==> src/rtl/oots_pkg.sv <==
// Shared types, codes and timing constants of the on/off server timer.
`default_nettype none

package oots_pkg;

  typedef enum logic [1:0] {
    REQ_TICK      = 2'd0,
    REQ_SET_UNACK = 2'd1,
    REQ_SET_ACK   = 2'd2,
    REQ_GET       = 2'd3
  } req_t;

  typedef enum logic [1:0] {
    RES_100MS = 2'd0,
    RES_1S    = 2'd1,
    RES_10S   = 2'd2,
    RES_10MIN = 2'd3
  } res_t;

  typedef logic [25:0] cnt_t;

  localparam logic [5:0] STEP_MASK    = 6'h3f;
  localparam logic [7:0] CODE_UNKNOWN = 8'h3f;
  localparam int unsigned STEPS_MAX   = 62;
  localparam int unsigned DELAY_UNIT  = 5;

  localparam cnt_t RES_MS [4] = '{
    cnt_t'(100), cnt_t'(1000), cnt_t'(10000), cnt_t'(600000)
  };

  localparam cnt_t RES_LIMIT [4] = '{
    cnt_t'(STEPS_MAX * 100), cnt_t'(STEPS_MAX * 1000),
    cnt_t'(STEPS_MAX * 10000), cnt_t'(STEPS_MAX * 600000)
  };

  // reciprocal shift: counter width plus bits of the divisor
  localparam int unsigned RES_SHIFT [4] = '{33, 36, 40, 46};

  localparam logic [26:0] RES_RECIP [4] = '{
    27'(((64'd1 << 33) + 64'd99) / 64'd100),
    27'(((64'd1 << 36) + 64'd999) / 64'd1000),
    27'(((64'd1 << 40) + 64'd9999) / 64'd10000),
    27'(((64'd1 << 46) + 64'd599999) / 64'd600000)
  };

  typedef struct packed {
    logic [1:0]  req_type;
    logic        new_value;
    logic [7:0]  trans_id;
    logic [15:0] src_addr;
    logic        has_timing;
    logic [7:0]  trans_code;
    logic [7:0]  delay_code;
  } req_beat_t;

  typedef struct packed {
    logic       led_on;
    logic       status_valid;
    logic       present_value;
    logic       has_remaining;
    logic       target_value;
    logic [7:0] remaining_code;
  } rsp_beat_t;

  typedef struct packed {
    logic led;
    logic status;
    logic busy;
    logic endless;
    logic target;
    cnt_t sum;
  } snap_t;

  function automatic cnt_t trans_ms(input logic [5:0] steps, input res_t res);
    trans_ms = cnt_t'(steps) * RES_MS[res];
  endfunction

endpackage

`default_nettype wire

==> src/rtl/oots_timer.sv <==
// Server state: duplicate filter, delay and transition countdown, LED level.
`default_nettype none

module oots_timer (
  input  wire logic              clk,
  input  wire logic              rst,
  input  wire logic              accept,
  input  wire oots_pkg::req_beat_t beat,
  output oots_pkg::snap_t        snap
);

  typedef enum logic [1:0] {
    PH_IDLE  = 2'd0,
    PH_DELAY = 2'd1,
    PH_TRANS = 2'd2
  } phase_t;

  phase_t         phase, phase_next;
  logic           target_state, target_state_next;
  logic [7:0]     prev_tid, prev_tid_next;
  logic [15:0]    prev_src, prev_src_next;
  oots_pkg::cnt_t pending, pending_next;
  oots_pkg::cnt_t countdown, countdown_next;
  logic           forever_flag, forever_flag_next;
  logic           led_level, led_level_next;
  logic [7:0]     tcode, dcode;
  logic           busy_next;

  always_comb begin
    phase_next        = phase;
    target_state_next = target_state;
    prev_tid_next     = prev_tid;
    prev_src_next     = prev_src;
    pending_next      = pending;
    countdown_next    = countdown;
    forever_flag_next = forever_flag;
    led_level_next    = led_level;
    tcode = beat.has_timing ? beat.trans_code : 8'd0;
    dcode = beat.has_timing ? beat.delay_code : 8'd0;
    case (beat.req_type)
      oots_pkg::REQ_TICK: begin
        case (phase)
          PH_DELAY: begin
            if (countdown <= oots_pkg::cnt_t'(1)) begin
              if (pending != '0 || forever_flag) begin
                led_level_next = 1'b1;
                phase_next     = PH_TRANS;
                countdown_next = pending;
                pending_next   = '0;
              end else begin
                led_level_next = target_state;
                phase_next     = PH_IDLE;
                countdown_next = '0;
              end
            end else begin
              countdown_next = countdown - oots_pkg::cnt_t'(1);
            end
          end
          PH_TRANS: begin
            if (!forever_flag) begin
              if (countdown <= oots_pkg::cnt_t'(1)) begin
                led_level_next = target_state;
                phase_next     = PH_IDLE;
                countdown_next = '0;
              end else begin
                countdown_next = countdown - oots_pkg::cnt_t'(1);
              end
            end
          end
          default: ;
        endcase
      end
      oots_pkg::REQ_SET_UNACK, oots_pkg::REQ_SET_ACK: begin
        if (!(beat.trans_id == prev_tid && beat.src_addr == prev_src) &&
            beat.new_value != target_state) begin
          if (tcode[5:0] == oots_pkg::STEP_MASK) begin
            forever_flag_next = 1'b1;
            pending_next      = '0;
          end else begin
            forever_flag_next = 1'b0;
            pending_next      = oots_pkg::trans_ms(tcode[5:0], oots_pkg::res_t'(tcode[7:6]));
          end
          prev_tid_next     = beat.trans_id;
          prev_src_next     = beat.src_addr;
          target_state_next = beat.new_value;
          countdown_next    = oots_pkg::cnt_t'(dcode) *
                              oots_pkg::cnt_t'(oots_pkg::DELAY_UNIT);
          phase_next        = PH_DELAY;
        end
      end
      default: ;
    endcase
  end

  assign busy_next = (phase_next == PH_DELAY) || (phase_next == PH_TRANS);

  always_comb begin
    snap.led     = led_level_next;
    snap.status  = (beat.req_type == oots_pkg::REQ_SET_ACK) ||
                   (beat.req_type == oots_pkg::REQ_GET);
    snap.busy    = busy_next;
    snap.endless = forever_flag_next;
    snap.target  = target_state_next;
    snap.sum     = busy_next ? countdown_next + pending_next : '0;
  end

  always_ff @(posedge clk) begin
    if (rst) begin
      phase        <= PH_IDLE;
      target_state <= 1'b0;
      prev_tid     <= '0;
      prev_src     <= '0;
      pending      <= '0;
      countdown    <= '0;
      forever_flag <= 1'b0;
      led_level    <= 1'b0;
    end else if (accept) begin
      phase        <= phase_next;
      target_state <= target_state_next;
      prev_tid     <= prev_tid_next;
      prev_src     <= prev_src_next;
      pending      <= pending_next;
      countdown    <= countdown_next;
      forever_flag <= forever_flag_next;
      led_level    <= led_level_next;
    end
  end

endmodule

`default_nettype wire

==> src/rtl/oots_encode.sv <==
// Remaining-time encoder: resolution pick and rounded-up step count.
`default_nettype none

module oots_encode (
  input  wire oots_pkg::cnt_t sum,
  output logic [7:0]          code
);

  oots_pkg::cnt_t  x;
  oots_pkg::res_t  res;
  logic            fits;
  logic [52:0]     prod;
  logic [5:0]      q;

  always_comb begin
    x    = sum - oots_pkg::cnt_t'(1);
    res  = oots_pkg::RES_10MIN;
    fits = 1'b1;
    if (sum <= oots_pkg::RES_LIMIT[oots_pkg::RES_100MS]) begin
      res = oots_pkg::RES_100MS;
    end else if (sum <= oots_pkg::RES_LIMIT[oots_pkg::RES_1S]) begin
      res = oots_pkg::RES_1S;
    end else if (sum <= oots_pkg::RES_LIMIT[oots_pkg::RES_10S]) begin
      res = oots_pkg::RES_10S;
    end else if (sum > oots_pkg::RES_LIMIT[oots_pkg::RES_10MIN]) begin
      fits = 1'b0;
    end
    prod = 53'(x) * 53'(oots_pkg::RES_RECIP[res]);
    case (res)
      oots_pkg::RES_100MS: q = prod[oots_pkg::RES_SHIFT[0] +: 6];
      oots_pkg::RES_1S:    q = prod[oots_pkg::RES_SHIFT[1] +: 6];
      oots_pkg::RES_10S:   q = prod[oots_pkg::RES_SHIFT[2] +: 6];
      default:             q = prod[oots_pkg::RES_SHIFT[3] +: 6];
    endcase
    code = fits ? {res, q + 6'd1} : oots_pkg::CODE_UNKNOWN;
  end

endmodule

`default_nettype wire

==> src/rtl/onoff_server_transition_timer.sv <==
// Generic on/off server with delay and transition timing on 1 ms ticks.
// A taken request beat is registered in s1, then its result beat in rsp; rsp_stall can hold it in s1.
// One request beat per cycle while req_stall is low; the next server state is combinational.
// The remaining-time encoder sits in the second stage, one 26x27 multiply.
// Reset: synchronous; clears all server state and empties both stages.
`default_nettype none

module onoff_server_transition_timer (
  input  wire logic                clk,
  input  wire logic                rst,
  input  wire logic                req_valid,
  output logic                     req_stall,
  input  wire oots_pkg::req_beat_t req,
  output logic                     rsp_valid,
  input  wire logic                rsp_stall,
  output oots_pkg::rsp_beat_t      rsp
);

  logic                accept;
  logic                load_out;
  logic                s1_valid;
  oots_pkg::snap_t     snap;
  oots_pkg::snap_t     s1;
  logic [7:0]          enc_code;
  oots_pkg::rsp_beat_t rsp_next;

  assign load_out  = !rsp_valid || !rsp_stall;
  assign req_stall = s1_valid && !load_out;
  assign accept    = req_valid && !req_stall;

  oots_timer u_timer (
    .clk    (clk),
    .rst    (rst),
    .accept (accept),
    .beat   (req),
    .snap   (snap)
  );

  oots_encode u_encode (
    .sum  (s1.sum),
    .code (enc_code)
  );

  always_comb begin
    rsp_next        = '0;
    rsp_next.led_on = s1.led;
    if (s1.status) begin
      rsp_next.status_valid = 1'b1;
      if (s1.busy && s1.endless) begin
        rsp_next.present_value  = !s1.target;
        rsp_next.has_remaining  = 1'b1;
        rsp_next.target_value   = s1.target;
        rsp_next.remaining_code = oots_pkg::CODE_UNKNOWN;
      end else if (s1.sum != '0) begin
        rsp_next.present_value  = !s1.target;
        rsp_next.has_remaining  = 1'b1;
        rsp_next.target_value   = s1.target;
        rsp_next.remaining_code = enc_code;
      end else begin
        rsp_next.present_value  = s1.target;
      end
    end
  end

  always_ff @(posedge clk) begin
    if (rst) begin
      s1_valid  <= 1'b0;
      rsp_valid <= 1'b0;
    end else begin
      if (accept) begin
        s1_valid <= 1'b1;
      end else if (load_out) begin
        s1_valid <= 1'b0;
      end
      if (load_out) begin
        rsp_valid <= s1_valid;
      end
    end
  end

  always_ff @(posedge clk) begin
    if (accept) begin
      s1 <= snap;
    end
    if (load_out && s1_valid) begin
      rsp <= rsp_next;
    end
  end

endmodule

`default_nettype wire

==> config.mk <==
export PLATFORM = sky130hd
export DESIGN_NAME = onoff_server_transition_timer
export DESIGN_NICKNAME = d
export VERILOG_FILES = /design/src/rtl/oots_pkg.sv /design/src/rtl/oots_timer.sv /design/src/rtl/oots_encode.sv /design/src/rtl/onoff_server_transition_timer.sv
export SDC_FILE = /design/constraint.sdc
export NUM_CORES = 2
export LEC_CHECK = 0
export CAP_MARGIN = 10
export CORE_MARGIN = 1.5
export CORE_UTILIZATION = 53
export CTS_CLUSTER_DIAMETER = 40
export CTS_CLUSTER_SIZE = 14
export DETAILED_ROUTE_END_ITERATION = 6
export DONT_BUFFER_PORTS = 1
export GPL_TIMING_DRIVEN = 1
export PLACE_DENSITY = 0.78
export SLEW_MARGIN = 20
export SYNTH_ARGS = -nofsm -noshare
export SYNTH_HDL_FRONTEND = slang
export SYNTH_HIERARCHICAL = 1
export SYNTH_SLANG_ARGS = --single-unit
==> constraint.sdc <==
create_clock -name clk -period 13.61 [get_ports clk]
set_input_delay 1.361 -clock clk [delete_from_list [all_inputs] [get_ports clk]]
set_output_delay 1.361 -clock clk [all_outputs]
set_load 0.005 [all_outputs]
Yosys cells after proc, flatten, opt, wreduce, memory -nomap -nowiden:

Index checks and enable logic that the tools add are counted.

* register bits: 127
* bits of input ports: 48
* word-level logic and storage cells: 133

* equality and inequality tests: 13
* bitwise gates (word level): 5
* $lt $le $gt $ge: 7
* multiplexer cells: 54
* $add $sub $neg: 4
* reductions and logical operators: 24
* $mul: 3

Operators by type and width (number)
* $mux 26: 12
* $pmux 26 s2: 3
* $bmux 27 s2: 1
* $mux 27: 2
* $bmux 26 s2: 1
* $mul 26x27->52: 1
* $reduce_bool 26->1: 2
* $sub 26x1->26 const B: 2
* $add 26x26->26: 1
* $gt 26x26->1 const B: 1
* $le 26x1->1 const B: 1
* $le 26x13->1 const B: 1
* $le 26x16->1 const B: 1
* $le 26x20->1 const B: 1
* $mul 6x26->26: 1
* $mux 8: 3
* $mux 1: 18
* $pmux 6 s3: 1
* $eq 16x16->1: 1
* $mux 2: 7
* $mux 12: 1
* $mul 8x3->11 const B: 1
* $mux 11: 1
* $eq 2x2->1 const B: 5
* 19 further kinds: 41

Longest topological paths before layout:

* depth after elaboration: 15
* mapped depth: 46
* depth with buffers taken out: 41

Hierarchy:

Netlist, hierarchy kept.

Modules (own cells, without submodules)
* oots_encode: cells each 2337, instances 1, area an instance 20896.3 µm²
* oots_timer: cells each 1209, instances 1, area an instance 8946.1 µm²
* onoff_server_transition_timer: cells each 93, instances 1, area an instance 1642.8 µm²

Worst setup path after synthesis:

OpenSTA, ideal clock, no wires.

* path type: reg-to-reg
* start point: reg s1[0] (netlist name)
* end point: reg rsp[4] (netlist name), data pin
* cell stages (with the launch flop): 43
* arrival: 10.356 ns
* setup time: 0.270 ns
* buffers on the path: 4
* setup slack: 2.983 ns
* required time: 13.340 ns
* path through: edfxtp_1 > clkbuf_1 > nor4_1 > o21ai_0 > a211o_1 > a31o_2 > inv_2 > a21oi_1 > a31oi_1 > o32ai_1 > inv_2 > clkbuf_1 > ha_1 > clkbuf_1 > clkbuf_1 > nand2_1 > fa_1 > inv_1 > [7 not listed] > inv_1 > fa_1 > inv_1 > ha_1 > nand2_1 > nor3_1 > nand2_1 > a2111o_1 > a2111oi_4 > or3_1 > nand3_1 > a211oi_2 > ha_1 > nand3_1 > xnor2_1 > nand2_1 > o21ai_0 > a21oi_1

* word-level cells in the longest chain between the ends: 14
* elaborated cells on any way between the ends: 26
* classes of those cells: 2 x add/sub; 1 x mul; 4 x order compare; 2 x eq/ne; 14 x mux; 1 x bitwise; 2 x reduce/logical

Ends and longest elaborated chain
* from (decl): RTL line onoff_server_transition_timer.sv:23 `oots_pkg::snap_t s1;`
* from (signal assigned): RTL line onoff_server_transition_timer.sv:83 `s1 <= snap;`
* $le 26x20->1: RTL line oots_encode.sv:23 `end else if (sum <= oots_pkg::RES_LIMIT[oots_pkg::RES_10S]) begin`
* $mux 1: RTL line oots_encode.sv:23
* $mux 2: RTL line oots_encode.sv:21 `end else if (sum <= oots_pkg::RES_LIMIT[oots_pkg::RES_1S]) begin`
* $mux 2: RTL line oots_encode.sv:19 `if (sum <= oots_pkg::RES_LIMIT[oots_pkg::RES_100MS]) begin`
* $not 2->3 (implied by the code): RTL line oots_encode.sv:28 `prod = 53'(x) * 53'(oots_pkg::RES_RECIP[res]);`
* $bmux 27 s2: RTL line oots_encode.sv:28
* $mux 27 (implied by the code) (2 in series): RTL line oots_encode.sv:28
* $mul 26x27->52: RTL line oots_encode.sv:28
* $pmux 6 s3: RTL line oots_encode.sv:29 `case (res)`
* $add 6x1->6: RTL line oots_encode.sv:35 `code = fits ? {res, q + 6'd1} : oots_pkg::CODE_UNKNOWN;`
* $mux 8 (*): RTL line oots_encode.sv:35
* net enc_code[4]: RTL line onoff_server_transition_timer.sv:24 `logic [7:0] enc_code;`
* $mux 10 (*): RTL line onoff_server_transition_timer.sv:54 `end else if (s1.sum != '0) begin`
* $mux 11 (*): RTL line onoff_server_transition_timer.sv:49 `if (s1.busy && s1.endless) begin`
* to (signal assigned): RTL line onoff_server_transition_timer.sv:86 `rsp <= rsp_next;`
* to (decl): RTL line onoff_server_transition_timer.sv:16 `output oots_pkg::rsp_beat_t rsp`

The timed path passes the listed nets; every way through them passes the cells marked *. The select of a mux whose other input is x is not followed.
A chain may end at the register's enable or synchronous reset.

Worst setup path in the final report:

* start point: reg s1[18] (netlist name)
* end point: reg rsp[4] (netlist name), data pin

Same word-level chain as after synthesis.

==> flow_summary.json <==
{
  "finalHoldViolCount": 0,
  "dpl.cell_count": 4366,
  "finalSetupViolations": 0,
  "grtUsageTotal": 0.318,
  "synthesis.nets": 4595,
  "avgRoutedWirePerCell_um": 21.2,
  "wl_met3_mm": 8.82,
  "ctsHoldBuffers": 0,
  "cts_sinks": 127,
  "highest_layer": "met4",
  "die_height_um": 247,
  "synth_edf_count": 44,
  "mostFrequentLayoutCell": "inv_1",
  "antenna_found_initial": 1,
  "crit_required_ns": 13.77,
  "ant_nets": 0,
  "dr.pass1.iters": 7,
  "via_per_inst": 5.71,
  "fin_nets": 4568,
  "synth.distinct_cells": 94,
  "wl_met2_mm": 43.8,
  "synth-main-ff-cell": "dfxtp_1",
  "r2r_end": "rsp[4]",
  "tightest_slew_ns": 1.06,
  "start_util": 0.534,
  "clock_path_buffers": 2,
  "dp_hpwl_mm": 78.7,
  "dp_slack_ns": 1.67,
  "drive_gt1_frac": 0.0400,
  "ios": 63,
  "area_delta_synth_final_pct": 5.10,
  "grt_max_degree": 69,
  "critPathMaxStageDelay_ns": 0.85,
  "syn_area_um2": 31500,
  "die_w_um": 247,
  "clk_pin_slew_ns": 0.07,
  "rsz0062_at_grt": "no",
  "clock_latency_ns": 0.43,
  "drc": 0,
  "globalplace.congestion": 1.02,
  "async_reset_ff_frac": 0,
  "grt_pass1_vias": 26029,
  "grt_pass1_wl_mm": 147,
  "stdcell_count": 4398,
  "finClkSkew_ns": 0.00978,
  "row_count": 89,
  "post-route-min-period_ns": 12.09,
  "overflow": 0,
  "holdPathEnd": "rsp[12]",
  "r2r_start": "s1[18]",
  "setup_slack_ns": 1.52,
  "maxSlewViolCount": 0,
  "htreeDepth": 4,
  "synth-seq-cells": 127,
  "holdPathStages": 0,
  "portBuffers": 0,
  "min-delay-start": "rsp_next[12]",
  "wl_met1_mm": 35.7,
  "setup-tns-final_ns": 0,
  "final_cell_mix": "inv_1, fa_1, ha_1",
  "reg2reg_slack_ns": 1.52,
  "core_area_um2": 58900,
  "worstPathArrival_ns": 12.25,
  "max_freq_mhz": 82.7,
  "crit_top_cell": "fa_1",
  "utilization": 0.562,
  "post_cts_buffers": 0,
  "cts_tree": "yes",
  "drt-initial-drc-count": 2455,
  "yosysSeqAreaShare": 0.0947,
  "netlist_instances": 3639,
  "cts_buffers": 17,
  "syn_avg_cell_area_um2": 8.65,
  "worstPathMaxFanout": 26,
  "start_kind": "flip-flop",
  "reg2reg_depth": 40,
  "dieArea_um2": 60900,
  "hold_path.class": "flip-flop to flip-flop",
  "crit_path_top_delay_cell": "ha_1",
  "yosysWarnings": 6,
  "end_kind": "flip-flop",
  "post-route-period-util": 0.888,
  "crit_type": "flip-flop to flip-flop",
  "relSlewSlack": 0.293,
  "n_antenna_cell": 0,
  "drt_wl_total_mm": 93.4,
  "cap_violations": 0,
  "outcome": "finished, final reports clean",
  "cts_resized": 0,
  "root_buffer": "clkbuf_16",
  "vias": 25114
}
-- stage by stage --
step | hold WS, ns | area [um^2]
detailed placement | 0.417 | 32500
floorplan | 0.400 | 31500
global route | 0.437 | 33100
CTS | 0.432 | 33100
finish | 0.428 | 33100
global placement | 0.426 | 32500
-- worst max-delay path: cells and delay by family (launching register included) --
family,cells,cell delay [ns]
adder cells (fa/ha/maj),10,5.16
AND/OR/NAND/NOR,12,2.48
AO/OA/AOI/OAI,9,2.42
buffers and inverters,8,1.15
flip-flops,1,0.44
XOR/XNOR,1,0.16
-- worst max-delay path by stage --
stage / from / to / depth (start not counted)
final: s1[18] / rsp[4] / 40
after global routing: s1[18] / rsp[4] / 40
after CTS: s1[18] / rsp[4] / 40
after detailed placement: s1[18] / rsp[4] / 40
after global placement: s1[18] / rsp[4] / 40
after floorplan: s1[0] / rsp[4] / 42
-- layout make-up --
class,count,area (um^2)
Clock inverter,15,125
Sequential cell,127,2980
Clock buffer,17,425
Inverter,929,3490
Timing Repair Buffer,52,390
Fill cell,5313,25800
Multi-Input combinational cell,2485,24700
Tap cell,773,967
-- per-layer routing --
| metal | up-vias | GRT usage |
|---|---|---|
| met5 | - | 0 |
| met4 | 0 | 0.149 |
| met3 | 280 | 0.0660 |
| met2 | 1250 | 0.525 |
| met1 | 12212 | 0.401 |
| li1 | 11372 | - |
-- cell usage after synthesis, drive strengths merged (8+ instances only) --
master	instances	area, um^2
o21bai	15	113
xor2	38	348
a22oi	12	109
o211ai	15	113
nand3	41	210
o21ai	119	603
mux2i	19	190
nor3	45	246
nand2b	37	231
nor2	288	1090
xnor2	78	683
a21o	21	158
fa	577	11600
nand2	282	1060
ha	331	4140
nor4	28	196
a32oi	11	96.3
a211oi	16	125
a31oi	18	113
or2	14	87.6
nand4	23	144
and2	40	250
buf	9	50.0
a22o	14	123
clkinv	8	30.0
a21oi	204	1020
edfxtp	44	1320
or3	19	119
or4	8	75.1
o31ai	9	67.6
dfxtp	83	1660
and3	22	138
nor2b	21	131
clkbuf	89	334
o21a	19	143
inv	921	3460
-- cell families after synthesis --
family,Yosys count,share of synthesized area
buffers and inverters,1027,0.123
flip-flops,127,0.0947
XOR/XNOR,116,0.0327
AND/OR/NAND/NOR,890,0.133
AO/OA/AOI/OAI,549,0.111
adder cells (fa/ha/maj),908,0.498
multiplexers,22,0.00711
-- registers in the layout, summed over array words and instances, names as in the netlist, 2 cells and up, named ones only --
register	count
u_timer/countdown	26
s1	30
u_timer/prev_tid	8
u_timer/pending	25
u_timer/prev_src	16
u_timer/phase	2
rsp	13
Power is left out: the tool's default activity adds up to more than one toggle a clock period on the data nets, which glitch-free logic cannot reach.
